[src/rtl/utf8_byte_stream_decoder_assert.svh]
// ----------------------------------------------------------------------------
// utf8 decoder assertion macros
// short property wrappers shared by the decoder rtl, clocked on aclk and
// switched off while aresetn is low
// ----------------------------------------------------------------------------
`ifndef UTF8_BYTE_STREAM_DECODER_ASSERT_SVH
`define UTF8_BYTE_STREAM_DECODER_ASSERT_SVH

// same-cycle implication
`define U8D_ASSERT_NOW(label, cond, expr) \
    label: assert property (@(posedge aclk) disable iff (!aresetn) (cond) |-> (expr)) \
        else $error("u8d same-cycle check failed");

// next-cycle implication
`define U8D_ASSERT_NEXT(label, cond, expr) \
    label: assert property (@(posedge aclk) disable iff (!aresetn) (cond) |=> (expr)) \
        else $error("u8d next-cycle check failed");

`endif

[src/rtl/u8d_pkg.sv]
// ----------------------------------------------------------------------------
// u8d_pkg
// types, constants and the lead byte helper of the utf8 decoder
// ----------------------------------------------------------------------------
`default_nettype none

package u8d_pkg;

    localparam int unsigned CODE_W   = 32;
    localparam int unsigned LEN_W    = 4;
    localparam int unsigned REM_W    = 3;
    localparam int unsigned CONT_BITS = 6;
    localparam logic [7:0]  CONT_MASK = 8'h3f;
    localparam logic [7:0]  FULL_MASK = 8'hff;

    // decoder state between bytes
    typedef struct packed {
        logic [REM_W-1:0]  rem;
        logic [CODE_W-1:0] acc;
        logic [LEN_W-1:0]  len;
    } u8d_state_t;

    // one result of a step
    typedef struct packed {
        logic              valid;
        logic [CODE_W-1:0] code;
        logic [LEN_W-1:0]  len;
        logic              trunc;
    } u8d_result_t;

    // count of leading ones, 0 to 8
    function automatic logic [LEN_W-1:0] lead_ones(input logic [7:0] b);
        logic [LEN_W-1:0] n;
        logic             run;
        n   = '0;
        run = 1'b1;
        for (int i = 7; i >= 0; i--) begin
            run = run & b[i];
            if (run) begin
                n = n + LEN_W'(1);
            end
        end
        return n;
    endfunction

endpackage

`default_nettype wire

[src/rtl/u8d_step.sv]
// ----------------------------------------------------------------------------
// u8d_step
// next state and result for one byte of the stream
// ----------------------------------------------------------------------------
`default_nettype none

module u8d_step (
    input  wire logic [7:0]          data_byte,
    input  wire logic                buffer_end,
    input  wire u8d_pkg::u8d_state_t st,
    output u8d_pkg::u8d_state_t      st_next,
    output u8d_pkg::u8d_result_t     res
);
    import u8d_pkg::*;

    logic [LEN_W-1:0]  n;
    logic [7:0]        kept;
    logic [CODE_W-1:0] acc_sh;
    logic [REM_W-1:0]  rem_dec;

    assign n       = lead_ones(data_byte);
    assign kept    = (FULL_MASK >> n) & data_byte;
    assign acc_sh  = {st.acc[CODE_W-1-CONT_BITS:0], 6'(data_byte & CONT_MASK)};
    assign rem_dec = st.rem - REM_W'(1);

    always_comb begin
        st_next = st;
        res     = '0;
        if (st.rem == '0) begin
            if (n <= LEN_W'(1)) begin
                // ascii or lone continuation byte
                res = '{valid: 1'b1, code: CODE_W'(kept), len: LEN_W'(1), trunc: 1'b0};
            end else if (buffer_end) begin
                st_next = '0;
                res     = '{valid: 1'b1, code: '0, len: n, trunc: 1'b1};
            end else begin
                st_next = '{rem: REM_W'(n - LEN_W'(1)), acc: CODE_W'(kept), len: n};
            end
        end else begin
            if (rem_dec == '0) begin
                st_next = '0;
                res     = '{valid: 1'b1, code: acc_sh, len: st.len, trunc: 1'b0};
            end else if (buffer_end) begin
                st_next = '0;
                res     = '{valid: 1'b1, code: '0, len: st.len, trunc: 1'b1};
            end else begin
                st_next = '{rem: rem_dec, acc: acc_sh, len: st.len};
            end
        end
    end

endmodule

`default_nettype wire

[src/rtl/utf8_byte_stream_decoder.sv]
// ----------------------------------------------------------------------------
// utf8_byte_stream_decoder
// streaming utf-8 byte to code point decoder
// ----------------------------------------------------------------------------
// Takes one byte per transaction and sustains one byte per clock while
// m_tready does not stall the output. A byte passes an input register,
// the combinational decode logic and a result register. A result is
// offered on m_tvalid once its final byte has moved from the input
// register into the result register. The next byte may follow in every
// cycle unless the output stalls; the only loop is the update of the
// sequence state. The lead byte's count of leading ones sets the sequence
// length (ascii and lone 10xxxxxx bytes count as one byte). Continuation
// bytes are not checked for their marker bits and the value wraps at 32
// bits. If s_tlast ends the buffer inside a sequence, one result with
// m_tuser set, code point zero and the announced length is given and the
// decoder returns to idle. Bytes that only extend a sequence give no result.
// ----------------------------------------------------------------------------
`default_nettype none

module utf8_byte_stream_decoder (
    input  wire logic        aclk,
    input  wire logic        aresetn,
    // input byte stream
    input  wire logic        s_tvalid,
    output logic             s_tready,
    input  wire logic [7:0]  s_tdata,   // [7:0] data_byte
    input  wire logic        s_tlast,   // buffer_end
    // decoded characters
    output logic             m_tvalid,
    input  wire logic        m_tready,
    output logic [39:0]      m_tdata,   // [31:0] code_point, [35:32] seq_length, rest zero
    output logic             m_tuser    // truncated
);
    import u8d_pkg::*;

    // input register
    logic        in_valid_reg, in_valid_next;
    logic [7:0]  in_byte_reg;
    logic        in_last_reg;

    // sequence state
    u8d_state_t  st_reg, st_next;

    // result register
    logic              out_valid_reg, out_valid_next;
    logic [CODE_W-1:0] out_code_reg;
    logic [LEN_W-1:0]  out_len_reg;
    logic              out_trunc_reg;

    u8d_result_t res;
    logic        advance;
    logic        s_take;

    // the held byte moves on when the result slot is free or being emptied
    assign advance  = in_valid_reg && (!out_valid_reg || m_tready);
    assign s_tready = !in_valid_reg || advance;
    assign s_take   = s_tvalid && s_tready;

    u8d_step u_step (
        .data_byte  (in_byte_reg),
        .buffer_end (in_last_reg),
        .st         (st_reg),
        .st_next    (st_next),
        .res        (res)
    );

    always_comb begin
        in_valid_next = in_valid_reg;
        if (s_take) begin
            in_valid_next = 1'b1;
        end else if (advance) begin
            in_valid_next = 1'b0;
        end

        out_valid_next = out_valid_reg;
        if (advance) begin
            out_valid_next = res.valid;
        end else if (m_tready) begin
            out_valid_next = 1'b0;
        end
    end

    // control state
    always_ff @(posedge aclk) begin
        if (!aresetn) begin
            in_valid_reg  <= 1'b0;
            out_valid_reg <= 1'b0;
            st_reg        <= '0;
        end else begin
            in_valid_reg  <= in_valid_next;
            out_valid_reg <= out_valid_next;
            if (advance) begin
                st_reg <= st_next;
            end
        end
    end

    // payload
    always_ff @(posedge aclk) begin
        if (s_take) begin
            in_byte_reg <= s_tdata;
            in_last_reg <= s_tlast;
        end
        if (advance && res.valid) begin
            out_code_reg  <= res.code;
            out_len_reg   <= res.len;
            out_trunc_reg <= res.trunc;
        end
    end

    assign m_tvalid = out_valid_reg;
    assign m_tdata  = {4'b0000, out_len_reg, out_code_reg};
    assign m_tuser  = out_trunc_reg;

`include "utf8_byte_stream_decoder_assert.svh"

    // a truncation result never carries a code point
    `U8D_ASSERT_NOW(a_trunc_code_zero, m_tvalid && m_tuser, m_tdata[31:0] == '0)
    // a truncation only happens inside a multi-byte sequence
    `U8D_ASSERT_NOW(a_trunc_len_multi, m_tvalid && m_tuser, m_tdata[35:32] >= 4'd2)
    // one-byte characters fit in seven bits
    `U8D_ASSERT_NOW(a_single_ascii, m_tvalid && (m_tdata[35:32] == 4'd1), m_tdata[31:7] == '0)
    // a byte that completes a sequence takes the decoder back to idle
    `U8D_ASSERT_NEXT(a_done_idle, advance && res.valid, st_reg.rem == '0)

endmodule

`default_nettype wire
[config.mk]
export PLATFORM = sky130hd
export DESIGN_NAME = utf8_byte_stream_decoder
export DESIGN_NICKNAME = d
export VERILOG_FILES = /design/src/rtl/u8d_pkg.sv /design/src/rtl/u8d_step.sv /design/src/rtl/utf8_byte_stream_decoder.sv
export VERILOG_INCLUDE_DIRS = /design/src /design/src/rtl
export SDC_FILE = /design/constraint.sdc
export NUM_CORES = 1
export LEC_CHECK = 0
export ABC_AREA = 1
export BUFFER_PORTS_ARGS = -buffer_cell sky130_fd_sc_hd__buf_2
export CAP_MARGIN = 40
export CORE_ASPECT_RATIO = 1.75
export CORE_MARGIN = 5
export CORE_UTILIZATION = 40
export CTS_BUF_LIST = sky130_fd_sc_hd__clkbuf_8
export DETAILED_ROUTE_END_ITERATION = 6
export PLACE_DENSITY_LB_ADDON = 0.2
export SYNTH_ARGS = -nofsm -noshare
export SYNTH_HDL_FRONTEND = slang
export SYNTH_HIERARCHICAL = 1
export SYNTH_SLANG_ARGS = --single-unit
[constraint.sdc]
create_clock -name aclk -period 6.5 [get_ports aclk]
set_clock_uncertainty 0.2 [all_clocks]
set_input_delay 0.975 -clock aclk [delete_from_list [all_inputs] [get_ports aclk]]
set_output_delay 0.975 -clock aclk [all_outputs]
set_load 0.03 [all_outputs]
==> flow_metrics.env, run 1 <==
export IMPL_worst_slack_ns=1.72
export IMPL_cts_root_buf="clkbuf_8"
export IMPL_finalSetupTns_ns=0
export IMPL_rsz0062_at_grt="false"
export IMPL_slew_violations=0
export IMPL_critPathKind="reg -> reg"
export IMPL_rows=51
export IMPL_ctsHoldBuffers=0
export IMPL_wl_met3_um=321
export IMPL_worst_setup_path_start_kind="flop"
export IMPL_cts_path_max_buffers=2
export IMPL_slew_headroom_pct=44.0
export IMPL_die_w_um=90.7
export IMPL_core_area_um2=11200
export IMPL_dieArea_um2=13700
export IMPL_p_total_w=0.00121
export IMPL_reg2reg_slack_ns=1.72
export IMPL_comb_power_share_pct=20.5
export IMPL_routabilityCongestion=0.871
export IMPL_ff_latch_area_um2=2080
export IMPL_internal_power_w=0.000828
export IMPL_yosysWarnings=6
export IMPL_max_cap_violations=0
export IMPL_cts_made_buffers=9
export IMPL_reg2reg_to="out_len_reg[0]$_DFFE_PP_"
export IMPL_worstMarginPinSlew_ns=0.839
export IMPL_p_leak_nw=2.16
export IMPL_hpwl_mm=7.46
export IMPL_clkTransAtPathRegs_ns=0.09
export IMPL_finalHoldViolCount=0
export IMPL_area_growth_pct=9.19
export IMPL_drive_gt1_share_pct=16.7
export IMPL_p_per_area_nw_per_um2=243
export IMPL_rr_startpoint="in_byte_reg[5]$_DFFE_PP_"
export IMPL_final_antenna_net_count=0
export IMPL_largest_reg_flops=33
export IMPL_met2_wirelength_mm=6.13
export IMPL_top_layer_used="met4"
export IMPL_drc=0
export IMPL_arrival_ns=4.69
export IMPL_swShare_pct=31.6
export IMPL_cp_max_fo=32
export IMPL_cts_setup_buffers=0
export IMPL_via_per_inst=4.91
export IMPL_cts_tree="built"
export IMPL_fp_dieH_um=151
export IMPL_syn_avg_cell_area_um2=7.92
export IMPL_p_clk_share_pct=30.4
export IMPL_drtPass1Iterations=4
export IMPL_hp_start="st_reg[20]$_SDFFE_PN0P_"
export IMPL_post_route_cell_area_um2=4980
export IMPL_multi_input_area_um2=1870
export IMPL_cts_resized_gates=0
export IMPL_cp_end_kind="flop"
export IMPL_wl_mm=10.5
export IMPL_fin_crit_ns=4.78
export IMPL_vias=3665
export IMPL_start_util_pct=40.8
export IMPL_holdCritPathClass="reg -> reg"
export IMPL_dpl_instance_area_um2=4780
export IMPL_syn_instance_count=576
export IMPL_grt_start_max_net_pins=70
export IMPL_seqPwrFrac_pct=49.1
export IMPL_avgRoutedWirePerCell_um=14.1
export IMPL_place_ws_ns=1.73
export IMPL_cp_data_required_time_ns=6.40
export IMPL_max_freq_mhz=209
export IMPL_grt_usage_pct=15.3
export IMPL_fillers=1103
export IMPL_period_share_pct=73.6
export IMPL_portBuffers=51
export IMPL_numClockSinks=81
export IMPL_h_tree_depth=3
export IMPL_syn_area_um2=4560
export IMPL_setup_viol=0
export IMPL_grt_antenna_before_repair=0
export IMPL_status="completed"
export IMPL_fin_nets=634
export IMPL_grt_pass1_wl_mm=16.8
export IMPL_wl_met1_mm=3.85
export IMPL_min_to="st_reg[20]$_SDFFE_PN0P_"
export IMPL_r2r_cells=24
export IMPL_ir_worst_vdd_mv=0.115
export IMPL_grt_pass1_vias=3533
export IMPL_overflow=0
export IMPL_drt_iter0_drc=218
export IMPL_clk_latency_ns=0.35
export IMPL_hold_depth=2
export IMPL_hold_ws_ns=0.287
export IMPL_power_switching_w=0.000383
export IMPL_io_pins=56
export IMPL_num_antenna_cells=0
[worst max-delay path, stage by stage, from the launching register on]
cell	delay, ns
edfxtp_1	0.39
inv_1	0.08
a21boi_0	0.24
ha_1	0.29
nand3_1	0.10
nand2_1	0.10
ha_1	0.30
nand2_1	0.10
nand2_1	0.06
nand2_1	0.07
inv_1	0.05
ha_1	0.27
inv_1	0.03
o21ai_0	0.29
inv_1	0.22
ha_1	0.27
nor2_1	0.32
inv_1	0.14
nand4_4	0.15
nor2_4	0.08
nor2_1	0.27
nand2_1	0.09
inv_1	0.12
nor2_4	0.08
buf_12	0.18
[metrics by stage]
step                      instances  util [%]
after floorplan                 579         -
after detailed placement        731      42.8
after CTS                       747      44.6
final                           747      44.6
after global placement          730      42.7
after global routing            747      44.6
[routing by layer]
metal,GRT usage [%],vias to the layer above
met4,6.93,0
met2,30.2,61
met3,2.78,13
met1,15.0,1713
met5,0,-
li1,-,1878
[final cells by class]
| class | count | share of cell area (%) |
|---|---|---|
| sequential | 81 | 41.8 |
| multi-input combinational | 365 | 37.6 |
| inverter | 99 | 7.46 |
| timing repair buffer | 54 | 5.83 |
| tap | 132 | 3.32 |
| clock buffer | 9 | 2.49 |
| clock inverter | 7 | 1.43 |
[power groups by stage]
stage	Combinational (W)	Sequential (W)	Clock, W
after floorplan	0.000170	0.000633	0
after global placement	0.000243	0.000606	0
after detailed placement	0.000250	0.000607	0
after CTS	0.000250	0.000595	0.000384
after global routing	0.000276	0.000598	0.000405
final	0.000248	0.000594	0.000369
[worst max-delay path by stage]
| stage | start | endpoint | slack [ns] |
|---|---|---|---|
| 3_3_place_gp | in_byte_reg[5]$_DFFE_PP_ | out_len_reg[1]$_DFFE_PP_ | 1.66 |
| 3_5_place_dp | in_byte_reg[5]$_DFFE_PP_ | out_len_reg[2]$_DFFE_PP_ | 1.73 |
| 4_1_cts | in_byte_reg[5]$_DFFE_PP_ | out_len_reg[0]$_DFFE_PP_ | 1.70 |
| 6_report | in_byte_reg[5]$_DFFE_PP_ | out_len_reg[0]$_DFFE_PP_ | 1.72 |
| 5_1_grt | in_byte_reg[5]$_DFFE_PP_ | out_len_reg[2]$_DFFE_PP_ | 1.30 |
| 2_1_floorplan | in_byte_reg[6]$_DFFE_PP_ | m_tuser$_DFFE_PP_ | 1.26 |
[placed cells by master (no fill, tap or decap), types with 3 or more instances in the layout]
cell,n
nand2_1,121
inv_1,97
nor2_1,77
buf_2,51
nand3_1,47
edfxtp_1,46
a21oi_1,34
dfxtp_1,34
o22ai_1,18
nand3_2,12
ha_1,11
clkbuf_8,9
o21ai_0,7
nand2_2,5
nand2_4,4
conb_1,4
nor3_1,4
o21ai_1,3
nand4_1,3
No activity file was read; power rests on OpenSTA's default activity.
==> run 2, diff against run 1 <==
- clock period: 6.5 -> 4.19 ns (I/O delays scaled with it)
==> run 2 against run 1 <==
Against the previous run:
- critical path depth unchanged
- cell area up 2.6%
- total power up 56%
- combinational power up 69%
- maximum frequency up 22%
- sequential power up 56%
==> flow_metrics.env, run 2 (synthesized netlist as in run 1, its figures left out) <==
export IMPL_grt_antenna_before_repair=0
export IMPL_ctsHoldBuffers=0
export IMPL_cp_end_kind="flop"
export IMPL_worst_slack_ns=0.270
export IMPL_die_w_um=90.7
export IMPL_rr_startpoint="in_byte_reg[6]$_DFFE_PP_"
export IMPL_status="completed"
export IMPL_dpl_instance_area_um2=4860
export IMPL_hold_depth=1
export IMPL_h_tree_depth=3
export IMPL_holdCritPathClass="in -> reg"
export IMPL_post_route_cell_area_um2=5110
export IMPL_slowest_stage="edfxtp_1"
export IMPL_overflow=0
export IMPL_drc=0
export IMPL_arrival_ns=3.77
export IMPL_critPathKind="reg -> reg"
export IMPL_path_cells="nand2_2, inv_1, ha_1, nand3_1, nand2_1, ha_1, nand2_1, nand2_1, nand2_1, inv_1, ha_1, inv_1, o21ai_2, inv_2, ha_2, nor2_2, inv_1, nand4_4, nor2_4, nor2_1, nand2_1, inv_1, nor2_4, buf_4"
export IMPL_clk_latency_ns=0.35
export IMPL_cts_root_buf="clkbuf_8"
export IMPL_grt_pass1_vias=3503
export IMPL_final_antenna_net_count=0
export IMPL_p_per_area_nw_per_um2=371
export IMPL_ir_worst_vdd_mv=0.144
export IMPL_hp_start="s_tdata[1]"
export IMPL_vias=3729
export IMPL_slew_headroom_pct=40.6
export IMPL_core_area_um2=11200
export IMPL_drive_gt1_share_pct=18.9
export IMPL_portBuffers=51
export IMPL_fin_nets=648
export IMPL_routabilityCongestion=0.897
export IMPL_cts_made_buffers=9
export IMPL_finalHoldViolCount=0
export IMPL_numClockSinks=81
export IMPL_cp_max_fo=11
export IMPL_layout_common_cells="121 x nand2_1, 97 x inv_1, 76 x nor2_1, 51 x buf_2, 47 x nand3_1"
export IMPL_rsz0062_at_grt="false"
export IMPL_min_to="in_byte_reg[1]$_DFFE_PP_"
export IMPL_grt_usage_pct=15.6
export IMPL_clkTransAtPathRegs_ns=0.08
export IMPL_via_per_inst=4.90
export IMPL_wl_mm=10.4
export IMPL_avgRoutedWirePerCell_um=13.7
export IMPL_fin_crit_ns=3.92
export IMPL_largest_reg_flops=33
export IMPL_cp_data_required_time_ns=4.04
export IMPL_slew_violations=0
export IMPL_p_total_w=0.00189
export IMPL_dieArea_um2=13700
export IMPL_finalSetupTns_ns=0
export IMPL_setup_viol=0
export IMPL_reg2reg_to="out_code_reg[2]$_DFFE_PP_"
export IMPL_num_antenna_cells=0
export IMPL_cts_tree="built"
export IMPL_mostFrequentLayoutCell="nand2_1"
export IMPL_cts_path_max_buffers=2
export IMPL_area_growth_pct=12.0
export IMPL_worstMarginPinSlew_ns=0.891
export IMPL_slowest_delay_ns=0.43
export IMPL_max_freq_mhz=255
export IMPL_grt_start_max_net_pins=69
export IMPL_r2r_cells=24
export IMPL_fp_dieH_um=151
export IMPL_hpwl_mm=7.60
export IMPL_drt_iter0_drc=226
export IMPL_rows=51
export IMPL_fillers=1111
export IMPL_max_cap_violations=0
export IMPL_period_share_pct=93.6
export IMPL_io_pins=56
export IMPL_grt_pass1_wl_mm=17.0
export IMPL_reg2reg_slack_ns=0.27
export IMPL_start_util_pct=40.8
export IMPL_worst_setup_path_start_kind="flop"
export IMPL_place_ws_ns=0.0701
export IMPL_p_leak_nw=2.25
export IMPL_drtPass1Iterations=4
==> run 2: final cells by class <==
class	instances	area [um2]	share of cell area (%)
Sequential cell	81	2080	40.8
Clock inverter	7	63.8	1.25
Inverter	99	372	7.27
Clock buffer	9	124	2.42
Multi-Input combinational cell	365	1890	37.1
Timing Repair Buffer	68	408	7.98
Tap cell	132	165	3.23
==> run 2: per-layer routing <==
layer	vias up	wire [um]	GRT usage [%]
met2	69	5810	30.0
met3	22	343	2.83
met5	-	0	0
met4	0	351	8.12
met1	1728	3930	15.6
li1	1910	-	-
==> run 2: metrics by stage <==
step | util, % | hold slack, ns | cells
global placement | 43.5 | 0.261 | 739
global route | 45.7 | 0.229 | 761
floorplan | - | 0.252 | 579
CTS | 45.2 | 0.221 | 755
finish | 45.7 | 0.249 | 761
detailed placement | 43.5 | 0.269 | 739
==> run 2: worst max path at each step <==
stage	startpoint	end	slack, ns	cells after the start
6_report	in_byte_reg[6]$_DFFE_PP_	out_code_reg[2]$_DFFE_PP_	0.27	24
5_1_grt	in_byte_reg[6]$_DFFE_PP_	st_reg[2]$_SDFFE_PN0P_	0.004	27
4_1_cts	in_byte_reg[5]$_DFFE_PP_	st_reg[3]$_SDFFE_PN0P_	0.04	27
3_5_place_dp	in_byte_reg[5]$_DFFE_PP_	st_reg[3]$_SDFFE_PN0P_	0.07	27
3_3_place_gp	in_byte_reg[5]$_DFFE_PP_	st_reg[0]$_SDFFE_PN0P_	0.21	27
2_1_floorplan	in_byte_reg[7]$_DFFE_PP_	m_tuser$_DFFE_PP_	0.01	23
==> run 2: what timing repair did <==
action | 4_1_cts | 5_1_grt
setup buffers | 0 | 6
setup endpoints to repair | 0 | 72
resized for setup | 0 | 6
==> run 2: worst max-delay path, delay by kind of cell (launching register included) <==
kind | cells | cell delay, ns
AOI/OAI and AO/OA | 1 | 0.07
buffers and inverters | 7 | 0.67
DFF | 1 | 0.43
and+or+nand+nor | 12 | 1.16
adders and majority gates | 4 | 1.09
==> run 2: report_power, final <==
part	internal, W	switching, W
clock network	0.000270	0.000278
logic	0.000143	0.000277
registers	0.000895	0.0000300
total	0.00131	0.000585
